File: src/rtl/id3_pkg.sv
package id3_pkg;

  // parser phases
  typedef enum logic [2:0] {
    PH_HEADER = 3'd0,
    PH_ID     = 3'd1,
    PH_SIZE   = 3'd2,
    PH_FLAGS  = 3'd3,
    PH_DATA   = 3'd4
  } id3_phase_t;

  localparam logic [3:0] HDR_LEN   = 4'd10;
  localparam logic [3:0] ID_LEN    = 4'd4;
  localparam logic [3:0] SIZE_LEN  = 4'd4;
  localparam logic [3:0] FLAGS_LEN = 4'd2;

  localparam int unsigned SHIFT_B0 = 21;
  localparam int unsigned SHIFT_B1 = 14;
  localparam int unsigned SHIFT_B2 = 7;

  // frame kinds
  localparam logic [2:0] KIND_TITLE    = 3'd0;
  localparam logic [2:0] KIND_ARTIST   = 3'd1;
  localparam logic [2:0] KIND_ALBUM    = 3'd2;
  localparam logic [2:0] KIND_YEAR     = 3'd3;
  localparam logic [2:0] KIND_GENRE    = 3'd4;
  localparam logic [2:0] KIND_COMPOSER = 3'd5;
  localparam logic [2:0] KIND_COMMENT  = 3'd6;

  // four-character frame ids
  localparam logic [31:0] ID_TIT2 = 32'h5449_5432;
  localparam logic [31:0] ID_TPE1 = 32'h5450_4531;
  localparam logic [31:0] ID_TALB = 32'h5441_4C42;
  localparam logic [31:0] ID_TYER = 32'h5459_4552;
  localparam logic [31:0] ID_TRDC = 32'h5452_4443;
  localparam logic [31:0] ID_TCON = 32'h5443_4F4E;
  localparam logic [31:0] ID_TCOM = 32'h5443_4F4D;
  localparam logic [31:0] ID_COMM = 32'h434F_4D4D;

  typedef struct packed {
    id3_phase_t  phase;
    logic [3:0]  field_count;
    logic [31:0] frame_ident;
    logic [29:0] frame_length;
    logic [29:0] bytes_left;
    logic [2:0]  kind;
    logic        known_frame;
    logic        text_ended;
    logic        stopped;
  } id3_state_t;

  typedef struct packed {
    logic       text_valid;
    logic [7:0] text_char;
    logic [2:0] frame_kind;
    logic       frame_last;
    logic       parse_stopped;
  } id3_result_t;

  typedef struct packed {
    logic       hit;
    logic [2:0] kind;
  } id3_class_t;

  function automatic id3_class_t classify(input logic [31:0] id);
    id3_class_t c;
    c.hit  = 1'b1;
    c.kind = KIND_TITLE;
    unique case (id)
      ID_TIT2: c.kind = KIND_TITLE;
      ID_TPE1: c.kind = KIND_ARTIST;
      ID_TALB: c.kind = KIND_ALBUM;
      ID_TYER: c.kind = KIND_YEAR;
      ID_TRDC: c.kind = KIND_YEAR;
      ID_TCON: c.kind = KIND_GENRE;
      ID_TCOM: c.kind = KIND_COMPOSER;
      ID_COMM: c.kind = KIND_COMMENT;
      default: c.hit  = 1'b0;
    endcase
    return c;
  endfunction

endpackage

File: src/rtl/id3_if.sv
interface id3_in_if;
  logic       valid;
  logic       ready;
  logic [7:0] file_byte;
  logic       start_of_file;

  modport source (output valid, output file_byte, output start_of_file, input ready);
  modport sink   (input valid, input file_byte, input start_of_file, output ready);
endinterface

interface id3_out_if;
  logic       valid;
  logic       ready;
  logic       text_valid;
  logic [7:0] text_char;
  logic [2:0] frame_kind;
  logic       frame_last;
  logic       parse_stopped;

  modport source (output valid, output text_valid, output text_char, output frame_kind,
                  output frame_last, output parse_stopped, input ready);
  modport sink   (input valid, input text_valid, input text_char, input frame_kind,
                  input frame_last, input parse_stopped, output ready);
endinterface

File: src/rtl/id3_parse_core.sv
module id3_parse_core (
  input  id3_pkg::id3_state_t  st_i,
  input  logic [7:0]           byte_i,
  input  logic                 sof_i,
  output id3_pkg::id3_state_t  st_o,
  output id3_pkg::id3_result_t res_o
);

  id3_pkg::id3_state_t base;
  id3_pkg::id3_class_t cls;
  logic [3:0]  cnt_inc;
  logic [29:0] size_part;
  logic        first_byte;
  logic        skip_byte;

  assign cls = id3_pkg::classify(base.frame_ident);

  always_comb begin
    base = st_i;
    if (sof_i) begin
      base = '0;
    end
    st_o       = base;
    res_o      = '0;
    cnt_inc    = base.field_count + 4'd1;
    size_part  = '0;
    first_byte = (base.bytes_left == base.frame_length);
    skip_byte  = first_byte && (base.frame_length > 30'd1);

    if (!base.stopped) begin
      unique case (base.phase)
        id3_pkg::PH_ID: begin
          if ((base.field_count == 4'd0) && (byte_i == 8'd0)) begin
            // padding reached
            st_o.stopped = 1'b1;
          end else begin
            st_o.frame_ident = (base.field_count == 4'd0) ? {24'd0, byte_i}
                                                          : {base.frame_ident[23:0], byte_i};
            if (cnt_inc >= id3_pkg::ID_LEN) begin
              st_o.field_count  = '0;
              st_o.frame_length = '0;
              st_o.phase        = id3_pkg::PH_SIZE;
            end else begin
              st_o.field_count = cnt_inc;
            end
          end
        end
        id3_pkg::PH_SIZE: begin
          unique case (base.field_count[1:0])
            2'd0:    size_part = {22'd0, byte_i} << id3_pkg::SHIFT_B0;
            2'd1:    size_part = {22'd0, byte_i} << id3_pkg::SHIFT_B1;
            2'd2:    size_part = {22'd0, byte_i} << id3_pkg::SHIFT_B2;
            default: size_part = {22'd0, byte_i};
          endcase
          st_o.frame_length = base.frame_length | size_part;
          if (cnt_inc >= id3_pkg::SIZE_LEN) begin
            st_o.field_count = '0;
            st_o.phase       = id3_pkg::PH_FLAGS;
          end else begin
            st_o.field_count = cnt_inc;
          end
        end
        id3_pkg::PH_FLAGS: begin
          if (cnt_inc >= id3_pkg::FLAGS_LEN) begin
            st_o.field_count = '0;
            if (base.frame_length == 30'd0) begin
              st_o.stopped = 1'b1;
            end else begin
              st_o.known_frame = cls.hit;
              st_o.kind        = cls.kind;
              st_o.text_ended  = 1'b0;
              st_o.bytes_left  = base.frame_length;
              st_o.phase       = id3_pkg::PH_DATA;
            end
          end else begin
            st_o.field_count = cnt_inc;
          end
        end
        id3_pkg::PH_DATA: begin
          if (base.known_frame && !base.text_ended && !skip_byte) begin
            if (byte_i == 8'd0) begin
              st_o.text_ended = 1'b1;
            end else begin
              res_o.text_valid = 1'b1;
              res_o.text_char  = byte_i;
              res_o.frame_kind = base.kind;
            end
          end
          if (base.bytes_left <= 30'd1) begin
            res_o.frame_last = 1'b1;
            st_o.bytes_left  = '0;
            st_o.field_count = '0;
            st_o.phase       = id3_pkg::PH_ID;
          end else begin
            st_o.bytes_left = base.bytes_left - 30'd1;
          end
        end
        default: begin
          // tag header skip
          if (cnt_inc >= id3_pkg::HDR_LEN) begin
            st_o.field_count = '0;
            st_o.phase       = id3_pkg::PH_ID;
          end else begin
            st_o.field_count = cnt_inc;
            st_o.phase       = id3_pkg::PH_HEADER;
          end
        end
      endcase
    end

    res_o.parse_stopped = st_o.stopped;
  end

endmodule

File: src/rtl/id3v2_text_frame_parser_unit.sv
// an accepted byte is held in the input register; its result moves to the result register
// throughput: one byte per cycle while out_ch takes a result every cycle; a stalled result
// keeps one byte in the input register, after which in_ch.ready stays low until out_ch drains
// the per-byte parse is one pass of counter, compare and shift logic between two registers
// reset: synchronous, active low; clears the parser state to the tag header skip phase,
// empties both the input and the result register
module id3v2_text_frame_parser_unit (
  input logic    clk,
  input logic    rst_n,
  id3_in_if.sink    in_ch,
  id3_out_if.source out_ch
);

  // input register
  logic       in_vld_r;
  logic [7:0] in_byte_r;
  logic       in_sof_r;

  // result register
  logic                 out_vld_r;
  id3_pkg::id3_result_t out_res_r;

  // parser state
  id3_pkg::id3_state_t st_r;
  id3_pkg::id3_state_t st_nxt;
  id3_pkg::id3_result_t res_nxt;

  logic advance;   // input register moves into the result register
  logic take_in;

  // result register is free when empty or its transaction completes this cycle
  assign advance  = in_vld_r && (!out_vld_r || out_ch.ready);
  assign in_ch.ready = !in_vld_r || advance;
  assign take_in  = in_ch.valid && in_ch.ready;

  id3_parse_core u_core (
    .st_i   (st_r),
    .byte_i (in_byte_r),
    .sof_i  (in_sof_r),
    .st_o   (st_nxt),
    .res_o  (res_nxt)
  );

  // control state
  always_ff @(posedge clk) begin
    if (!rst_n) begin
      in_vld_r  <= 1'b0;
      out_vld_r <= 1'b0;
      st_r      <= '0;
    end else begin
      if (take_in) begin
        in_vld_r <= 1'b1;
      end else if (advance) begin
        in_vld_r <= 1'b0;
      end
      if (advance) begin
        out_vld_r <= 1'b1;
        st_r      <= st_nxt;   // state moves once per byte
      end else if (out_ch.ready) begin
        out_vld_r <= 1'b0;
      end
    end
  end

  // payload, no reset needed
  always_ff @(posedge clk) begin
    if (take_in) begin
      in_byte_r <= in_ch.file_byte;
      in_sof_r  <= in_ch.start_of_file;
    end
    if (advance) begin
      out_res_r <= res_nxt;
    end
  end

  assign out_ch.valid         = out_vld_r;
  assign out_ch.text_valid    = out_res_r.text_valid;
  assign out_ch.text_char     = out_res_r.text_char;
  assign out_ch.frame_kind    = out_res_r.frame_kind;
  assign out_ch.frame_last    = out_res_r.frame_last;
  assign out_ch.parse_stopped = out_res_r.parse_stopped;

  // a waiting byte is not lost while the result side stalls
  a_hold_input: assert property (@(posedge clk) disable iff (!rst_n)
    in_vld_r && out_vld_r && !out_ch.ready |=> in_vld_r && $stable(in_byte_r))
    else $error("input register dropped a byte under stall");

  // stop is sticky until a start of file byte is processed
  a_stop_sticky: assert property (@(posedge clk) disable iff (!rst_n)
    st_r.stopped && !(advance && in_sof_r) |=> st_r.stopped)
    else $error("parser left the stopped state without start of file");

  // text is never emitted on a stopped result
  a_no_text_stopped: assert property (@(posedge clk) disable iff (!rst_n)
    out_vld_r && out_res_r.text_valid |-> !out_res_r.parse_stopped)
    else $error("text byte emitted after parsing stopped");

  // state only changes when a byte is processed
  a_state_moves: assert property (@(posedge clk) disable iff (!rst_n)
    !advance |=> $stable(st_r))
    else $error("parser state changed without a byte");

endmodule

File: src/flat_wrapper.sv
// flat-port wrapper written by rule: the top's interface ports become plain ports
module id3v2_text_frame_parser_unit_flat 
  (clk, rst_n, in_ch_valid, in_ch_file_byte, in_ch_start_of_file, in_ch_ready, out_ch_valid, out_ch_text_valid, out_ch_text_char, out_ch_frame_kind, out_ch_frame_last, out_ch_parse_stopped, out_ch_ready);
  id3_in_if in_ch_i ();
  id3_out_if out_ch_i ();
  input logic clk;
  input logic rst_n;
  input wire logic [$bits(in_ch_i.valid)-1:0] in_ch_valid;
  input wire logic [$bits(in_ch_i.file_byte)-1:0] in_ch_file_byte;
  input wire logic [$bits(in_ch_i.start_of_file)-1:0] in_ch_start_of_file;
  output wire logic [$bits(in_ch_i.ready)-1:0] in_ch_ready;
  output wire logic [$bits(out_ch_i.valid)-1:0] out_ch_valid;
  output wire logic [$bits(out_ch_i.text_valid)-1:0] out_ch_text_valid;
  output wire logic [$bits(out_ch_i.text_char)-1:0] out_ch_text_char;
  output wire logic [$bits(out_ch_i.frame_kind)-1:0] out_ch_frame_kind;
  output wire logic [$bits(out_ch_i.frame_last)-1:0] out_ch_frame_last;
  output wire logic [$bits(out_ch_i.parse_stopped)-1:0] out_ch_parse_stopped;
  input wire logic [$bits(out_ch_i.ready)-1:0] out_ch_ready;
  assign in_ch_i.valid = in_ch_valid;
  assign in_ch_i.file_byte = in_ch_file_byte;
  assign in_ch_i.start_of_file = in_ch_start_of_file;
  assign in_ch_ready = in_ch_i.ready;
  assign out_ch_valid = out_ch_i.valid;
  assign out_ch_text_valid = out_ch_i.text_valid;
  assign out_ch_text_char = out_ch_i.text_char;
  assign out_ch_frame_kind = out_ch_i.frame_kind;
  assign out_ch_frame_last = out_ch_i.frame_last;
  assign out_ch_parse_stopped = out_ch_i.parse_stopped;
  assign out_ch_i.ready = out_ch_ready;
  id3v2_text_frame_parser_unit u_core (.clk(clk), .rst_n(rst_n), .in_ch(in_ch_i), .out_ch(out_ch_i));
endmodule
File: config.mk
export PLATFORM = sky130hd
export DESIGN_NAME = id3v2_text_frame_parser_unit_flat
export DESIGN_NICKNAME = d
export VERILOG_FILES = /design/src/rtl/id3_pkg.sv /design/src/rtl/id3_if.sv /design/src/rtl/id3_parse_core.sv /design/src/rtl/id3v2_text_frame_parser_unit.sv /design/src/flat_wrapper.sv
export SDC_FILE = /design/constraint.sdc
export NUM_CORES = 1
export LEC_CHECK = 0
export ABC_AREA = 1
export BUFFER_PORTS_ARGS = -buffer_cell sky130_fd_sc_hd__buf_2
export CAP_MARGIN = 15
export CORE_MARGIN = 3
export CORE_UTILIZATION = 30
export CTS_BUF_LIST = sky130_fd_sc_hd__clkbuf_8
export DETAILED_ROUTE_END_ITERATION = 10
export GPL_TIMING_DRIVEN = 1
export PLACE_DENSITY = 0.43
export RECOVER_POWER = 25
export SYNTH_ARGS = -nofsm -noshare
export SYNTH_HDL_FRONTEND = slang
export SYNTH_HIERARCHICAL = 1
export SYNTH_SLANG_ARGS = --single-unit
File: constraint.sdc
create_clock -name clk -period 7.7 [get_ports clk]
set_input_delay 1.925 -clock clk [delete_from_list [all_inputs] [get_ports clk]]
set_output_delay 1.925 -clock clk [all_outputs]
set_load 0.1 [all_outputs]
# --- After elaboration in Yosys (flattened, before gate mapping) ---
# Cells that the tools add are included.
totals:
  in_bits: 13
  mem_count: 0
  mem_bits_rw: 0
  latch_bits: 0
  output_inout_bits: 16
  romBits: 0
  reg_bits: 130
  word_cells: 104
op_classes:
  n_bitwise: 3
  multipliers: 0
  div: 0
  order_cmp: 5
  n_addsub: 2
  n_eq_ne: 15
  n_reduce_logical: 23
  n_mux: 38
  shift: 0
op_table:
  columns: ["cell", "n"]
  rows:
  - ["$eq A32 B31 Y1 const B", 8]
  - ["$mux W105", 2]
  - ["$mux W30", 4]
  - ["$pmux W30 S2", 2]
  - ["$pmux W29 S3", 1]
  - ["$mux W69", 1]
  - ["$mux W32", 2]
  - ["$mux W36", 1]
  - ["$mux W35", 1]
  - ["$eq A30 B30 Y1", 1]
  - ["$gt A30 B1 Y1 const B", 1]
  - ["$le A30 B1 Y1 const B", 1]
  - ["$logic_not A30 Y1", 1]
  - ["$or A30 B30 Y30", 1]
  - ["$sub A30 B1 Y30 const B", 1]
  - ["$pmux W7 S4", 1]
  - ["$pmux W3 S6", 1]
  - ["$mux W12", 1]
  - ["$mux W3", 4]
  - ["$mux W4", 3]
  - ["$mux W1", 10]
  - ["$logic_not A8 Y1", 1]
  - ["$reduce_or A8 Y1", 1]
  - ["$mux W7", 1]
  - ["21 further kinds", 35]

# --- Depth between registers and ports, before layout ---
depth:
  depth_word: 8
  depth_mapped: 24
  mapped_depth_nobuf: 19

# --- Modules after synthesis ---
# The synthesis kept the hierarchy.
modules_own_cells:
  columns: ["module", "cells_each", "instances", "seq_area_each_um2", "area_each_um2"]
  rows:
  - ["id3v2_text_frame_parser_unit", 725, 1, 2832.7, 5645.4]
  - ["id3_parse_core", 1171, 1, 0.0, 5337.6]

# --- Worst setup path after synthesis ---
# OpenSTA, ideal clock, no wires.
synth_timing:
  kind: "input -> output"
  startpoint: "in out_ch_ready"
  endpoint: "out in_ch_ready"
  cell_stages: 2
  path_slack_ps: 3039
  required_time_ps: 5775
  arrival_time_ps: 2736
  path_buffers: 0
  path_cell_list: "inv_2 -> nand3_1"
synth_via:
  elab_chain_len: 3
synth_rtl:
  columns: ["element", "line_no", "rtl"]
  rows:
  - ["start: declaration", "flat_wrapper.sv:18", "input wire logic [$bits(out_ch_i.ready)-1:0] out_ch_ready;"]
  - ["$logic_or A1 B1 Y1", "id3v2_text_frame_parser_unit.sv:32", "assign advance = in_vld_r && (!out_vld_r || out_ch.ready);"]
  - ["$logic_and A1 B1 Y1", "id3v2_text_frame_parser_unit.sv:32", null]
  - ["$logic_or A1 B1 Y1", "id3v2_text_frame_parser_unit.sv:33", "assign in_ch.ready = !in_vld_r || advance;"]
  - ["end: declaration", "flat_wrapper.sv:11", "output wire logic [$bits(in_ch_i.ready)-1:0] in_ch_ready;"]
# No other way between the ends.

==> out/metrics.csv <==
stage,metric,value,unit
clocking,depth of the CTS H-tree,4,
timing,peak clock frequency supported by timing,195,MHz
pwr,power per standard cell area,170,nW/um2
place,total placed cells including tap cells,2294,
clocking,clock root buffer,sky130_fd_sc_hd__clkbuf_8,
status,status,"finished, violations left",
setup_path,Setup crit start,u_core/in_sof_r,
setup_path,Required @ worst endpoint,8070,ps
setup_path,FF-to-FF Start,u_core/in_sof_r,
clocking,CTS-repair resized insts,0,
clocking,TritonCTS Buffers,17,
hold_path,start point of the worst hold path,u_core/st_r[56],
floorplan,Ports,29,
logic_synthesis,number of distinct library cell variants in the gate-level netlist after synthesis,38,
logic_synthesis,"Net Count, Synth",1915,
layout,number of inserted diodes,0,
clocking,Post-CTS Setup Bufs,0,
global_route,wire length of the first global-routing pass,66.3,mm
logic_synthesis,number of synthesized register bits,130,
global_route,largest net degree at the start of global routing,133,
route,total number of vias,11800,
logic_synthesis,Synth area leaders,"sky130_fd_sc_hd__dfxtp_1 (20%), sky130_fd_sc_hd__nand2_1 (17%), sky130_fd_sc_hd__nor2_1 (9.9%)",
route,number of violations reported at the end of detailed-routing iteration 0,1020,
setup_path,worst path cell trace,"clkbuf_1, nor2_1, nor2_1, nand2_1, nor3_1, nand3_1, o21ai_1, nand3_1, nand2_1, a21oi_1, inv_1, nand3_1, nand2_1, nor2_1",
timing,slew at the pin with the worst max-slew slack,3280,ps
floorplan,initial core utilization,30.7,%
pwr,worst ir drop on vdd,0.108,mV
global_route,GRT Residual Overflow,0,
layout,"Cell Count, Final, Fillers Out",2326,
timing,relative max-transition margin,-119,%
route,DRC violations left,0,
global_route,number of antenna violations at the first check in global routing,0,
layout,fraction of layout instances using a drive strength above 1,7.72,%
logic_synthesis,count of flip-flops with a built-in enable after synthesis,23,
logic_synthesis,Synth Cell Area,11000,um2
setup_path,critical path capture point type,flop,
floorplan,Std-Cell Core Area,35800,um2
route,wire length per cell after detailed routing,18.4,um
timing,period utilisation layout,66.6,%
layout,Filler Cells Inserted,4137,
route,drt first pass iters,6,
timing,Worst Skew,12.0,ps
setup_path,Max Fanout on Critical Path,41,
logic_synthesis,biggest area consumer among synthesized cells,sky130_fd_sc_hd__dfxtp_1,
hold_path,worst hold path class,flop to flop,
timing,Setup TNS,0,ps
floorplan,die outline area,38900,um2
place,Port Buffers,28,
clocking,TritonCTS clock tree,yes,
logic_synthesis,synthesized netlist cell count,1896,
setup_path,CP peak stage delay,1650,ps
logic_synthesis,proportion of netlist area held by the largest area contributor,19.5,%
logic_synthesis,Main synth FF type,sky130_fd_sc_hd__dfxtp_1,
timing,Final Setup Violations,0,
clocking,clock network latency to the later pin of the worst-skew pair,490,ps
floorplan,height of the die,197,um
clocking,clock slew at the register clock pins of the worst setup and hold paths,80,ps
timing,unrepaired setup endpoints after global routing,false,
clocking,maximum buffer depth of the clock tree,2,
logic_synthesis,proportion of synthesized flip-flops having asynchronous set or reset,0,%
clocking,sink count of the clock tree,130,
logic_synthesis,share of synthesized area occupied by flip-flops and latches,25.8,%
timing,number of pins with negative max-slew slack in the final report,103,
setup_path,data arrival time of the critical path,5500,ps
place,final RePlAce weighted congestion,0.966,
layout,area grow syn2layout,5.55,%
place,DP HPWL,29.8,mm
setup_path,nature of the critical path startpoint,flop,
logic_synthesis,number of warnings issued by yosys,6,
timing,post-layout min period,5130,ps
pwr,total leakage power,5.20,nW
status,violated checks,"max-capacitance violations, max-slew violations",
route,via count normalized by instance count,5.09,
setup_path,Critical-path top delay cell,sky130_fd_sc_hd__clkbuf_1,
floorplan,overall die width,197,um
run,total of max-cap violations,2,
layout,# nets final,1871,
timing,final number of hold-violating endpoints,0,
global_route,vias in the first global route,10900,
route,post-detailed-routing wire length,42.7,mm
setup_path,class of the most critical setup path,flop to flop,
route,antenna violation net count after detailed routing,0,
logic_synthesis,"Avg Cell Area, Syn",5.79,um2
clocking,hold buffer count at cts,0,
global_route,total global-route track usage,22.0,%
floorplan,standard-cell row count,69,
## logic make-up (layout without fill, tap and decap cells)
kind of cell / count (synthesis) / after routing / synth area share [%]
AOI/OAI and AO/OA: 259 / 259 / 13.0
xor gates and xnor gates: 12 / 12 / 0.957
DFF: 130 / 130 / 25.8
adders and majority gates: 6 / 6 / 0.684
and+or+nand+nor: 1103 / 1103 / 44.0
buffers and inverters: 386 / 355 / 15.6
## Yosys cell counts, drive strengths merged, types with 23 or more instances
cell,count
o22ai,32
nand4,28
o21ai,61
clkbuf,32
nor2,303
nand3,219
buf,75
inv,279
nand2,508
a21oi,140
nor3,33
dfxtp,107
edfxtp,23
## layout make-up
cell class	count	area, um2	area share [%]
multi-input cells	1380	6470	55.8
flip-flops and latches	130	2840	24.5
clock inverters	15	180	1.55
well taps	461	577	4.98
repair buffers	44	243	2.09
inverters	279	1050	9.06
clock buffers	17	234	2.02
## worst paths after layout
kind	to	slack, ps	cells after the start
max	u_core/st_r[98]	2570	14
min	u_core/st_r[56]	480	2
max reg2reg	u_core/st_r[98]	2570	14
min reg2reg	u_core/st_r[56]	480	2
## registers in the layout, indices dropped and copies added, names as in the netlist, 3 cells and up
register	cells
u_core/in_byte_r	8
u_core/out_ch.frame_kind	3
u_core/out_ch.text_char	8
u_core/st_r	105
## metrics by stage
| stage | utilization, % | cell area, um2 | hold WS, ps | total power, mW | setup WS, ps |
|---|---|---|---|---|---|
| finish | 32.4 | 11600 | 484 | 1.97 | 2570 |
| global route | 32.4 | 11600 | 504 | 2.09 | 2230 |
| CTS | 32.4 | 11600 | 490 | 1.99 | 3160 |
| detailed placement | 31.3 | 11200 | 468 | 1.32 | 3160 |
| global placement | 31.3 | 11200 | 460 | 1.32 | 3160 |
| floorplan | - | 11000 | 452 | 1.19 | 3040 |
## layer usage
| metal | vias to the layer above | part of all wire (%) | track usage (%) |
|---|---|---|---|
| li1 | 5961 | - | - |
| met1 | 5495 | 51 | 33.0 |
| met2 | 338 | 42 | 32.3 |
| met3 | 41 | 6.0 | 4.14 |
| met4 | 0 | 1.6 | 5.28 |
| met5 | - | 0 | 0 |
## power by group
part	total, mW	switching, mW	internal [mW]
Sequential	0.778	0.0430	0.735
Clock	0.649	0.327	0.323
Combinational	0.539	0.385	0.154
Total	1.97	0.755	1.21
## layout by cell type (no fill, tap or decap), drive strengths merged, types with 2 or more instances in the layout
cell        n
nand2     508
nor2      303
inv       285
nand3     219
a21oi     140
dfxtp     107
o21ai      61
buf        34
nor3       33
o22ai      32
nand4      28
clkbuf     27
edfxtp     23
o32ai      13
xor2       10
a22oi       6
nor4        6
ha          6
clkinvlp    5
nand3b      5
bufinv      3
o31ai       3
o211ai      2
xnor2       2
## critical path: cells and delay by family, from the launching register on
family / cells / cell delay (ps)
AND/OR/NAND/NOR: 10 / 2110
buffers and inverters: 2 / 1700
flip-flops: 1 / 410
AO/OA/AOI/OAI: 2 / 760
Note: power is estimated with default switching activity, not from simulation.
